### src/rtl/sfps_pkg.sv
// Shared constants and types for the servo frame parser and smoother.
package sfps_pkg;

  localparam int unsigned BYTE_W = 8;
  localparam int unsigned VAL_W  = 16;

  localparam logic [BYTE_W-1:0] CH_S     = 8'h73;
  localparam logic [BYTE_W-1:0] CH_E     = 8'h65;
  localparam logic [BYTE_W-1:0] CH_COMMA = 8'h2C;
  localparam logic [BYTE_W-1:0] CH_PLUS  = 8'h2B;
  localparam logic [BYTE_W-1:0] CH_MINUS = 8'h2D;
  localparam logic [BYTE_W-1:0] CH_SPACE = 8'h20;
  localparam logic [BYTE_W-1:0] CH_TAB   = 8'h09;
  localparam logic [BYTE_W-1:0] CH_CR    = 8'h0D;
  localparam logic [BYTE_W-1:0] CH_ZERO  = 8'h30;
  localparam logic [BYTE_W-1:0] CH_NINE  = 8'h39;

  localparam logic signed [VAL_W-1:0] HOME_A = 16'sd1500;
  localparam logic signed [VAL_W-1:0] HOME_B = 16'sd1611;

  localparam logic [VAL_W-1:0] ACC_MAX = 16'hFFFF;
  localparam logic [VAL_W-1:0] POS_MAX = 16'd32767;
  localparam logic [VAL_W-1:0] NEG_MIN = 16'd32768;

  typedef struct packed {
    logic                    emit;
    logic                    push;
    logic signed [VAL_W-1:0] a;
    logic signed [VAL_W-1:0] b;
  } cmd_t;

endpackage

### src/rtl/sfps_ifs.sv
// Valid/ready channel interfaces for received bytes and pulse width words.
interface sfps_byte_if;
  logic       valid;
  logic       ready;
  logic [7:0] rx_byte;

  modport source (output valid, output rx_byte, input ready);
  modport sink (input valid, input rx_byte, output ready);
endinterface

interface sfps_pulse_if;
  logic               valid;
  logic               ready;
  logic signed [15:0] pulse_width_a;
  logic signed [15:0] pulse_width_b;
  logic               updated;

  modport source (output valid, output pulse_width_a, output pulse_width_b, output updated,
                  input ready);
  modport sink (input valid, input pulse_width_a, input pulse_width_b, input updated,
                output ready);
endinterface

### src/rtl/sfps_parser.sv
// Frame and decimal number parser: turns accepted bytes into push and emit commands.
module sfps_parser (
  input  logic                          clk,
  input  logic                          rst,
  input  logic                          fire,
  input  logic [sfps_pkg::BYTE_W-1:0]   rx_byte,
  output sfps_pkg::cmd_t                cmd
);

  typedef enum logic [1:0] {PH_SKIP, PH_SIGN, PH_DIGITS, PH_DONE} phase_t;

  localparam logic [1:0] FIELD_A    = 2'd0;
  localparam logic [1:0] FIELD_B    = 2'd1;
  localparam logic [1:0] FIELD_DONE = 2'd2;

  logic                                 in_frame, in_frame_next;
  logic [1:0]                           field, field_next;
  phase_t                               phase, phase_next;
  logic                                 neg, neg_next;
  logic [sfps_pkg::VAL_W-1:0]           acc, acc_next;
  logic signed [sfps_pkg::VAL_W-1:0]    first, first_next;
  logic                                 seen, seen_next;

  logic                                 is_digit;
  logic                                 is_ws;
  logic [19:0]                          acc_ext;
  logic [19:0]                          acc_mul;
  logic [sfps_pkg::VAL_W-1:0]           acc_sat;
  logic signed [sfps_pkg::VAL_W-1:0]    cur_val;

  always_comb begin
    is_digit = (rx_byte >= sfps_pkg::CH_ZERO) && (rx_byte <= sfps_pkg::CH_NINE);
    is_ws    = (rx_byte == sfps_pkg::CH_SPACE) ||
               ((rx_byte >= sfps_pkg::CH_TAB) && (rx_byte <= sfps_pkg::CH_CR));
    acc_ext  = 20'(acc);
    acc_mul  = (acc_ext << 3) + (acc_ext << 1) + 20'(rx_byte - sfps_pkg::CH_ZERO);
    acc_sat  = (acc_mul > 20'(sfps_pkg::ACC_MAX)) ? sfps_pkg::ACC_MAX : acc_mul[15:0];
    if (neg) begin
      cur_val = (acc >= sfps_pkg::NEG_MIN) ? 16'sh8000 : signed'(16'(~acc + 16'd1));
    end else begin
      cur_val = (acc >= sfps_pkg::POS_MAX) ? signed'(sfps_pkg::POS_MAX) : signed'(acc);
    end
  end

  always_comb begin
    in_frame_next = in_frame;
    field_next    = field;
    phase_next    = phase;
    neg_next      = neg;
    acc_next      = acc;
    first_next    = first;
    seen_next     = seen;
    cmd           = '0;
    if (fire) begin
      if (!in_frame) begin
        if (rx_byte == sfps_pkg::CH_S) begin
          in_frame_next = 1'b1;
          field_next    = FIELD_A;
          phase_next    = PH_SKIP;
          neg_next      = 1'b0;
          acc_next      = '0;
          first_next    = '0;
          seen_next     = 1'b0;
        end else if (rx_byte == sfps_pkg::CH_E) begin
          cmd.emit = 1'b1;
        end
      end else if (rx_byte != sfps_pkg::CH_E) begin
        seen_next = 1'b1;
        if (field != FIELD_DONE) begin
          if (rx_byte == sfps_pkg::CH_COMMA) begin
            if (field == FIELD_A) begin
              first_next = cur_val;
              phase_next = PH_SKIP;
              neg_next   = 1'b0;
              acc_next   = '0;
              field_next = FIELD_B;
            end else begin
              field_next = FIELD_DONE;
            end
          end else begin
            case (phase)
              PH_SKIP: begin
                if (is_ws) begin
                  phase_next = PH_SKIP;
                end else if (rx_byte == sfps_pkg::CH_PLUS || rx_byte == sfps_pkg::CH_MINUS) begin
                  neg_next   = (rx_byte == sfps_pkg::CH_MINUS);
                  phase_next = PH_SIGN;
                end else if (is_digit) begin
                  acc_next   = acc_sat;
                  phase_next = PH_DIGITS;
                end else begin
                  phase_next = PH_DONE;
                end
              end
              PH_SIGN, PH_DIGITS: begin
                if (is_digit) begin
                  acc_next   = acc_sat;
                  phase_next = PH_DIGITS;
                end else begin
                  phase_next = PH_DONE;
                end
              end
              default: begin
                phase_next = phase;
              end
            endcase
          end
        end
      end else begin
        in_frame_next = 1'b0;
        cmd.emit      = 1'b1;
        cmd.push      = seen;
        cmd.a         = (field == FIELD_A) ? cur_val : first;
        cmd.b         = cur_val;
        field_next    = FIELD_A;
        phase_next    = PH_SKIP;
        neg_next      = 1'b0;
        acc_next      = '0;
        first_next    = '0;
        seen_next     = 1'b0;
      end
    end
  end

  always_ff @(posedge clk) begin
    if (rst) begin
      in_frame <= 1'b0;
      field    <= FIELD_A;
      phase    <= PH_SKIP;
      neg      <= 1'b0;
      acc      <= '0;
      first    <= '0;
      seen     <= 1'b0;
    end else begin
      in_frame <= in_frame_next;
      field    <= field_next;
      phase    <= phase_next;
      neg      <= neg_next;
      acc      <= acc_next;
      first    <= first_next;
      seen     <= seen_next;
    end
  end

endmodule

### src/rtl/sfps_ring.sv
// Ring memory with prefetched oldest entry, running sums and the sum result stage.
module sfps_ring #(
  parameter int unsigned RING_DEPTH = 10
) (
  input  logic                                       clk,
  input  logic                                       rst,
  input  logic                                       fire,
  input  sfps_pkg::cmd_t                             cmd,
  output logic                                       res_valid,
  input  logic                                       res_ready,
  output logic signed [sfps_pkg::VAL_W+$clog2(RING_DEPTH)-1:0] res_sum_a,
  output logic signed [sfps_pkg::VAL_W+$clog2(RING_DEPTH)-1:0] res_sum_b,
  output logic                                       res_updated
);

  localparam int unsigned PTR_W = $clog2(RING_DEPTH);
  localparam int unsigned SUM_W = sfps_pkg::VAL_W + PTR_W;
  localparam int unsigned WORD_W = 2 * sfps_pkg::VAL_W;

  logic [WORD_W-1:0]              mem [RING_DEPTH];
  logic [RING_DEPTH-1:0]          filled;
  logic [PTR_W-1:0]               ptr;
  logic [PTR_W-1:0]               ptr_inc;
  logic [WORD_W-1:0]              rd_word;
  logic                           rd_hit;
  logic signed [sfps_pkg::VAL_W-1:0] old_a;
  logic signed [sfps_pkg::VAL_W-1:0] old_b;
  logic signed [SUM_W-1:0]        sum_a, sum_a_next;
  logic signed [SUM_W-1:0]        sum_b, sum_b_next;
  logic                           do_push;
  logic                           do_emit;

  always_comb begin
    ptr_inc = (ptr == PTR_W'(RING_DEPTH - 1)) ? '0 : ptr + PTR_W'(1);
    old_a   = rd_hit ? signed'(rd_word[WORD_W-1:sfps_pkg::VAL_W]) : sfps_pkg::HOME_A;
    old_b   = rd_hit ? signed'(rd_word[sfps_pkg::VAL_W-1:0]) : sfps_pkg::HOME_B;
    do_push = fire && cmd.push;
    do_emit = fire && cmd.emit;
    sum_a_next = sum_a;
    sum_b_next = sum_b;
    if (do_push) begin
      sum_a_next = sum_a + SUM_W'(cmd.a) - SUM_W'(old_a);
      sum_b_next = sum_b + SUM_W'(cmd.b) - SUM_W'(old_b);
    end
  end

  always_ff @(posedge clk) begin
    rd_word <= mem[ptr_inc];
    if (do_push) begin
      mem[ptr_inc] <= {cmd.a, cmd.b};
    end
  end

  always_ff @(posedge clk) begin
    if (rst) begin
      filled    <= '0;
      rd_hit    <= 1'b0;
      ptr       <= '0;
      sum_a     <= SUM_W'(RING_DEPTH * 1500);
      sum_b     <= SUM_W'(RING_DEPTH * 1611);
      res_valid <= 1'b0;
    end else begin
      rd_hit <= filled[ptr_inc];
      if (do_push) begin
        filled[ptr_inc] <= 1'b1;
        ptr             <= ptr_inc;
      end
      sum_a <= sum_a_next;
      sum_b <= sum_b_next;
      if (do_emit) begin
        res_valid <= 1'b1;
      end else if (res_ready) begin
        res_valid <= 1'b0;
      end
    end
  end

  always_ff @(posedge clk) begin
    if (do_emit) begin
      res_sum_a   <= sum_a_next;
      res_sum_b   <= sum_b_next;
      res_updated <= cmd.push;
    end
  end

endmodule

### src/rtl/sfps_divide.sv
// Divide the two ring sums by the ring depth through a reciprocal multiply, then register the word.
module sfps_divide #(
  parameter int unsigned RING_DEPTH = 10
) (
  input  logic                                       clk,
  input  logic                                       rst,
  input  logic                                       in_valid,
  output logic                                       in_ready,
  input  logic signed [sfps_pkg::VAL_W+$clog2(RING_DEPTH)-1:0] sum_a,
  input  logic signed [sfps_pkg::VAL_W+$clog2(RING_DEPTH)-1:0] sum_b,
  input  logic                                       updated,
  sfps_pulse_if.source                               pulse_chan
);

  localparam int unsigned SUM_W   = sfps_pkg::VAL_W + $clog2(RING_DEPTH);
  localparam int unsigned SHIFT   = SUM_W + $clog2(RING_DEPTH);
  localparam int unsigned RECIP_W = SUM_W + 1;
  localparam int unsigned PROD_W  = SUM_W + RECIP_W;
  localparam int unsigned Q_W     = PROD_W - SHIFT;
  localparam logic [RECIP_W-1:0] RECIP =
    RECIP_W'(((64'd1 << SHIFT) + 64'(RING_DEPTH) - 64'd1) / 64'(RING_DEPTH));

  logic [SUM_W-1:0]  mag_a;
  logic [SUM_W-1:0]  mag_b;
  logic              mid_valid;
  logic [PROD_W-1:0] prod_a;
  logic [PROD_W-1:0] prod_b;
  logic              neg_a;
  logic              neg_b;
  logic              mid_updated;
  logic              adv_out;
  logic              adv_mid;
  logic [Q_W-1:0]    quo_a;
  logic [Q_W-1:0]    quo_b;
  logic [Q_W-1:0]    val_a;
  logic [Q_W-1:0]    val_b;

  always_comb begin
    mag_a    = sum_a[SUM_W-1] ? SUM_W'(-sum_a) : SUM_W'(sum_a);
    mag_b    = sum_b[SUM_W-1] ? SUM_W'(-sum_b) : SUM_W'(sum_b);
    adv_out  = !pulse_chan.valid || pulse_chan.ready;
    adv_mid  = !mid_valid || adv_out;
    in_ready = adv_mid;
    quo_a    = prod_a[PROD_W-1:SHIFT];
    quo_b    = prod_b[PROD_W-1:SHIFT];
    val_a    = neg_a ? Q_W'(-quo_a) : quo_a;
    val_b    = neg_b ? Q_W'(-quo_b) : quo_b;
  end

  always_ff @(posedge clk) begin
    if (rst) begin
      mid_valid        <= 1'b0;
      pulse_chan.valid <= 1'b0;
    end else begin
      if (adv_mid) begin
        mid_valid <= in_valid;
      end
      if (adv_out) begin
        pulse_chan.valid <= mid_valid;
      end
    end
  end

  always_ff @(posedge clk) begin
    if (adv_mid && in_valid) begin
      prod_a      <= PROD_W'(mag_a) * PROD_W'(RECIP);
      prod_b      <= PROD_W'(mag_b) * PROD_W'(RECIP);
      neg_a       <= sum_a[SUM_W-1];
      neg_b       <= sum_b[SUM_W-1];
      mid_updated <= updated;
    end
    if (adv_out && mid_valid) begin
      pulse_chan.pulse_width_a <= signed'(val_a[sfps_pkg::VAL_W-1:0]);
      pulse_chan.pulse_width_b <= signed'(val_b[sfps_pkg::VAL_W-1:0]);
      pulse_chan.updated       <= mid_updated;
    end
  end

endmodule

### src/rtl/servo_frame_parser_smoother_core.sv
// Servo frame parser with moving-average smoother: top level.
//
// byte_chan takes one received ASCII byte per word. A frame opens with 's' and
// closes with 'e'; its content holds up to two comma-separated decimal numbers.
// Each 'e' byte yields one word on pulse_chan: the truncated averages of the
// two RING_DEPTH-entry rings, and updated set when the frame pushed new values.
// Other bytes yield no word.
// Throughput: one byte per cycle, 'e' bytes included, while byte_chan.ready is high.
// After its 'e' is accepted, a result word passes through the sum update,
// reciprocal multiply and output registers.
// The ring memory is read one entry ahead of the write pointer, so the oldest
// value is ready when the next frame closes.
// Reset: rings read as 1500 and 1611 until written, sums at RING_DEPTH times those,
// parser outside a frame. No clearing pass is needed.
// Stall: up to three result words queue in the sum, multiply and output stages;
// byte_chan.ready drops only when all three hold a word and pulse_chan.ready is low.
module servo_frame_parser_smoother_core #(
  parameter int unsigned RING_DEPTH = 10
) (
  input  logic         clk,
  input  logic         rst,
  sfps_byte_if.sink    byte_chan,
  sfps_pulse_if.source pulse_chan
);

  localparam int unsigned SUM_W = sfps_pkg::VAL_W + $clog2(RING_DEPTH);

  logic                    fire;
  logic                    ring_ready;
  sfps_pkg::cmd_t          cmd;
  logic                    res_valid;
  logic                    div_ready;
  logic signed [SUM_W-1:0] res_sum_a;
  logic signed [SUM_W-1:0] res_sum_b;
  logic                    res_updated;

  assign ring_ready      = !res_valid || div_ready;
  assign byte_chan.ready = ring_ready;
  assign fire            = byte_chan.valid && ring_ready;

  sfps_parser u_parser (
    .clk     (clk),
    .rst     (rst),
    .fire    (fire),
    .rx_byte (byte_chan.rx_byte),
    .cmd     (cmd)
  );

  sfps_ring #(
    .RING_DEPTH (RING_DEPTH)
  ) u_ring (
    .clk         (clk),
    .rst         (rst),
    .fire        (fire),
    .cmd         (cmd),
    .res_valid   (res_valid),
    .res_ready   (div_ready),
    .res_sum_a   (res_sum_a),
    .res_sum_b   (res_sum_b),
    .res_updated (res_updated)
  );

  sfps_divide #(
    .RING_DEPTH (RING_DEPTH)
  ) u_divide (
    .clk        (clk),
    .rst        (rst),
    .in_valid   (res_valid),
    .in_ready   (div_ready),
    .sum_a      (res_sum_a),
    .sum_b      (res_sum_b),
    .updated    (res_updated),
    .pulse_chan (pulse_chan)
  );

endmodule

### src/flat_wrapper.sv
// flat-port wrapper written by rule: the top's interface ports become plain ports
module servo_frame_parser_smoother_core_flat 
#(
  parameter int unsigned RING_DEPTH = 10
)
  (clk, rst, byte_chan_valid, byte_chan_rx_byte, byte_chan_ready, pulse_chan_valid, pulse_chan_pulse_width_a, pulse_chan_pulse_width_b, pulse_chan_updated, pulse_chan_ready);
  sfps_byte_if byte_chan_i ();
  sfps_pulse_if pulse_chan_i ();
  input  logic clk;
  input  logic rst;
  input wire logic [$bits(byte_chan_i.valid)-1:0] byte_chan_valid;
  input wire logic [$bits(byte_chan_i.rx_byte)-1:0] byte_chan_rx_byte;
  output wire logic [$bits(byte_chan_i.ready)-1:0] byte_chan_ready;
  output wire logic [$bits(pulse_chan_i.valid)-1:0] pulse_chan_valid;
  output wire logic [$bits(pulse_chan_i.pulse_width_a)-1:0] pulse_chan_pulse_width_a;
  output wire logic [$bits(pulse_chan_i.pulse_width_b)-1:0] pulse_chan_pulse_width_b;
  output wire logic [$bits(pulse_chan_i.updated)-1:0] pulse_chan_updated;
  input wire logic [$bits(pulse_chan_i.ready)-1:0] pulse_chan_ready;
  assign byte_chan_i.valid = byte_chan_valid;
  assign byte_chan_i.rx_byte = byte_chan_rx_byte;
  assign byte_chan_ready = byte_chan_i.ready;
  assign pulse_chan_valid = pulse_chan_i.valid;
  assign pulse_chan_pulse_width_a = pulse_chan_i.pulse_width_a;
  assign pulse_chan_pulse_width_b = pulse_chan_i.pulse_width_b;
  assign pulse_chan_updated = pulse_chan_i.updated;
  assign pulse_chan_i.ready = pulse_chan_ready;
  servo_frame_parser_smoother_core #(.RING_DEPTH(RING_DEPTH)) u_core (.clk(clk), .rst(rst), .byte_chan(byte_chan_i), .pulse_chan(pulse_chan_i));
endmodule
### config.mk
export PLATFORM = sky130hd
export DESIGN_NAME = servo_frame_parser_smoother_core_flat
export DESIGN_NICKNAME = d
export VERILOG_FILES = /design/src/rtl/sfps_pkg.sv /design/src/rtl/sfps_ifs.sv /design/src/rtl/sfps_parser.sv /design/src/rtl/sfps_ring.sv /design/src/rtl/sfps_divide.sv /design/src/rtl/servo_frame_parser_smoother_core.sv /design/src/flat_wrapper.sv
export SDC_FILE = /design/constraint.sdc
export NUM_CORES = 2
export LEC_CHECK = 0
export ABC_AREA = 1
export BUFFER_PORTS_ARGS = -buffer_cell sky130_fd_sc_hd__buf_2
export CORE_MARGIN = 2
export CORE_UTILIZATION = 60
export DETAILED_ROUTE_END_ITERATION = 16
export GPL_ROUTABILITY_DRIVEN = 0
export PLACE_DENSITY = 0.76
export SYNTH_ARGS = -nofsm -noshare
export SYNTH_HDL_FRONTEND = slang
export SYNTH_SLANG_ARGS = --single-unit
### constraint.sdc
create_clock -name clk -period 10.15 [get_ports clk]
set_input_delay 2.03 -clock clk [delete_from_list [all_inputs] [get_ports clk]]
set_output_delay 2.03 -clock clk [all_outputs]
set_load 0.01 [all_outputs]
==> key figures <==
Status
  – Status: finished, final reports clean

Setup path
  – Reg-to-Reg End: u_core.u_divide.prod_b[39]
  – Crit path max fanout: 8
  – Most Frequent Cell on Critical Path: inv_1
  – Critical Path End: u_core.u_divide.prod_b[39]
  – CP Capture Type: flip-flop
  – Critical path depth: 31
  – CP startpoint kind: flip-flop
  – Crit path buf inv count: 6
  – Req. time, crit path: 10.51 ns
  – Reg-to-reg startpoint: u_core.u_ring.res_sum_b[0]
  – Top delay family on crit path: adder cells
  – CP Class: flip-flop to flip-flop
  – CP max-delay cell: edfxtp_1
  – Critical path startpoint: u_core.u_ring.res_sum_b[0]
  – Worst R2R Setup Slack: 2.58 ns
  – Slowest stage delay, CP: 0.57 ns
  – Reg2Reg Depth: 31
  – Crit path DAT: 7.92 ns

Pwr
  – Max IR drop VDD: about 0.00014 V
  – Total power divided by cell area: 103.4 nW/µm²
  – Power Total: roughly 4.8 mW
  – Leak: 22.10 nW

Clock network
  – Clock Latency Late Sink: 0.64 ns
  – CTS tree: done
  – Clock sink count: 558
  – Post-CTS Setup Bufs: 0
  – Post_cts resized: 0
  – Root buffer cell: clkbuf_16
  – H-Tree Depth: 2
  – Clock transition at path regs: about 0.06 ns
  – Clock buffer depth: 3
  – Post-CTS Hold Buffers: 0
  – TritonCTS Buffers: 57

GRT
  – Initial antenna violation count: 0
  – Vias in the first global route: roughly 33k
  – Pin count of the biggest net entering global routing: 100
  – Global-route wire length before repair: 169.9 mm
  – GR Util met2: 48.17%
  – Grt met1 use: between 30% and 40%
  – Met3 Use GR: 3.553%
  – Grt ovf: 0
  – GRT Util Overall: 28.88%
  – Grt peak-use layer: met2

Drt
  – Final wirelength: 106.2 mm
  – Drt wl/cell: between 15 and 20 µm
  – DR vias: 32.75k
  – Remaining DRCs: 0
  – First-pass DRT Iterations: 6
  – Initial DRC count: roughly 3.4k
  – Vias per cell: 5.658
  – Final ANT Viol Nets: 0

Synth
  – Post-synth ARST share: 0%
  – Top cell type's share of synthesized area: 29.85%
  – Yosys Warn Count: 0
  – Post-Syn Nets: 5548
  – Flops & latches, synth: 558
  – Sequential fraction of the synthesis area: 35.83%
  – Number of library cell types mapped by synthesis: 55
  – Top-count cell post-synth: nand2_1
  – Primary FF master, synth: edfxtp_1
  – Syn_area_per_cell: 9.061 µm²
  – Post-synthesis instance total: around 4.8k
  – Mapped cell area: ~43000 µm²
  – Commonest cells post-synth: 924 x nand2_1, 852 x inv_1, 477 x nor2_1
  – Synth area leaders: edfxtp_1 30%, fa_1 15%, ha_1 13%
  – Number of synthesized flops with an enable pin: 429
  – Post-synth top area cell: edfxtp_1

Timing
  – Fin crit period: between 7 and 8 ns
  – Max Fclk: 0.1322 GHz
  – Pins Over Slew Limit: 0
  – Least-Margin Pin Slew: roughly 1.3 ns
  – TNS Setup: 0 ns
  – Fin crit share: 74.54%
  – Clock Skews: around 0.035 ns
  – Slew headroom: 14.31%
  – RSZ-0062 raised after global routing: no
  – Final Hold Fails: 0
  – Final setup fails: 0

Floorplanning
  – IO Pins: 47
  – Row count: ~100
  – Core Box Area: approximately 71000 µm²
  – Initial Utilization: 60.48%
  – Die Y: ~270 µm
  – Die Footprint: 74090 µm²
  – Die width: 272.2 µm

Layout
  – Area delta synth->final: 7.393%
  – Fillers: 5670
  – # diodes: 0
  – Fin nets: about 5.6k
  – Final Non-Filler Cells: 5787
  – Ratio of cells with drive above 1 in the final layout: approximately 4.5%

Placed design
  – Final HPWL DP: 79.74 mm
  – Post-Place Cells: 5679
  – Port-buffer cells: 46

Job
  – Max-Cap Viols: 0

Min path
  – HP Class: flip-flop to flip-flop
cell usage in the layout (no fill, tap or decap), types with 10 or more instances in the layout:
master     instances
nor2_1           470
a21boi_0          13
nor4_1            12
clkbuf_1          16
dfxtp_1          128
xor2_1           125
clkinv_2          10
inv_1            850
buf_2             46
o21ai_0          194
xnor2_1           46
a21oi_1          188
nand4_1           46
nand2_1          923
buf_4             23
o32ai_1           66
clkinv_1          10
or2_2             17
a21o_1            23
nand3b_1          10
a31oi_1           22
ha_1             458
edfxtp_1         429
clkbuf_16         57
fa_1             315
nand3_1          185
nor3_1            31
state kept, by name (all words and copies together) (netlist names), 2 cells and up:
signal,cells
u_core.u_ring.rd_word,32
u_core.u_ring.ptr,4
u_core.u_ring.mem,320
u_core.u_ring.res_sum_b,20
u_core.u_ring.sum_b,20
u_core.u_parser.field,2
u_core.u_ring.sum_a,20
u_core.u_divide.prod_b,16
u_core.u_ring.res_sum_a,20
u_core.u_divide.prod_a,16
u_core.u_divide.pulse_chan.pulse_width_a,16
u_core.u_parser.phase,2
u_core.u_parser.first,16
u_core.u_ring.filled,10
u_core.u_divide.pulse_chan.pulse_width_b,16
u_core.u_parser.acc,16
worst min path at each step:
| stage | endpoint | start | cells after the start | slack, ns |
|---|---|---|---|---|
| after global placement | u_core.u_divide.mid_updated | u_core.u_ring.res_updated | 0 | 0.41 |
| after detailed placement | u_core.u_divide.mid_updated | u_core.u_ring.res_updated | 0 | 0.42 |
| after global routing | u_core.u_divide.mid_updated | u_core.u_ring.res_updated | 0 | 0.44 |
| after floorplan | u_core.u_divide.mid_updated | u_core.u_ring.res_updated | 0 | 0.40 |
| after CTS | u_core.u_divide.mid_updated | u_core.u_ring.res_updated | 0 | 0.42 |
| final | u_core.u_divide.mid_updated | u_core.u_ring.res_updated | 0 | 0.42 |
logic make-up after synthesis:
kind of cell | Yosys count | synth area share [%]
AOI/OAI and AO/OA | 555 | 7.561
adders and majority gates | 773 | 27.89
xor gates and xnor gates | 172 | 3.508
buffers and inverters | 966 | 8.523
DFF | 558 | 35.83
and+or+nand+nor | 1739 | 16.69
routing by layer:
layer,vias up,part of all wire [%],wire [µm]
met5,-,0,0
met4,0,4.5,4731
met3,286,6.7,7142
met2,1280,47,50430
met1,15670,41,43930
li1,15509,-,-
report_power, final:
group,total [mW],switching [mW],internal (mW)
logic,0.210,0.137,0.0735
clock network,2.15,0.900,1.25
registers,2.43,0.000397,2.43
cell type report:
type | instances | area, µm² | area share [%]
timing repair buffer | 69 | 402.9 | 0.8692
sequential | 558 | 15470 | 33.37
clock inverter | 31 | 402.9 | 0.8692
multi-input combinational | 3239 | 24100 | 52.01
inverter | 863 | 3243 | 6.997
tap | 950 | 1189 | 2.565
clock buffer | 77 | 1541 | 3.326
through the flow:
| stage | hold slack, ns | area [µm²] | setup WS (ns) | utilization, % |
|---|---|---|---|---|
| 2_1_floorplan | 0.4003 | 43160 | 3.778 | - |
| 3_3_place_gp | 0.4084 | 44410 | 2.757 | 62.22 |
| 3_5_place_dp | 0.4152 | 44410 | 2.746 | 62.22 |
| 4_1_cts | 0.4213 | 46350 | 2.706 | 64.95 |
| 5_1_grt | 0.4368 | 46350 | 2.209 | 64.95 |
| 6_report | 0.4209 | 46350 | 2.585 | 64.95 |
(Power assumes the default switching activity.)
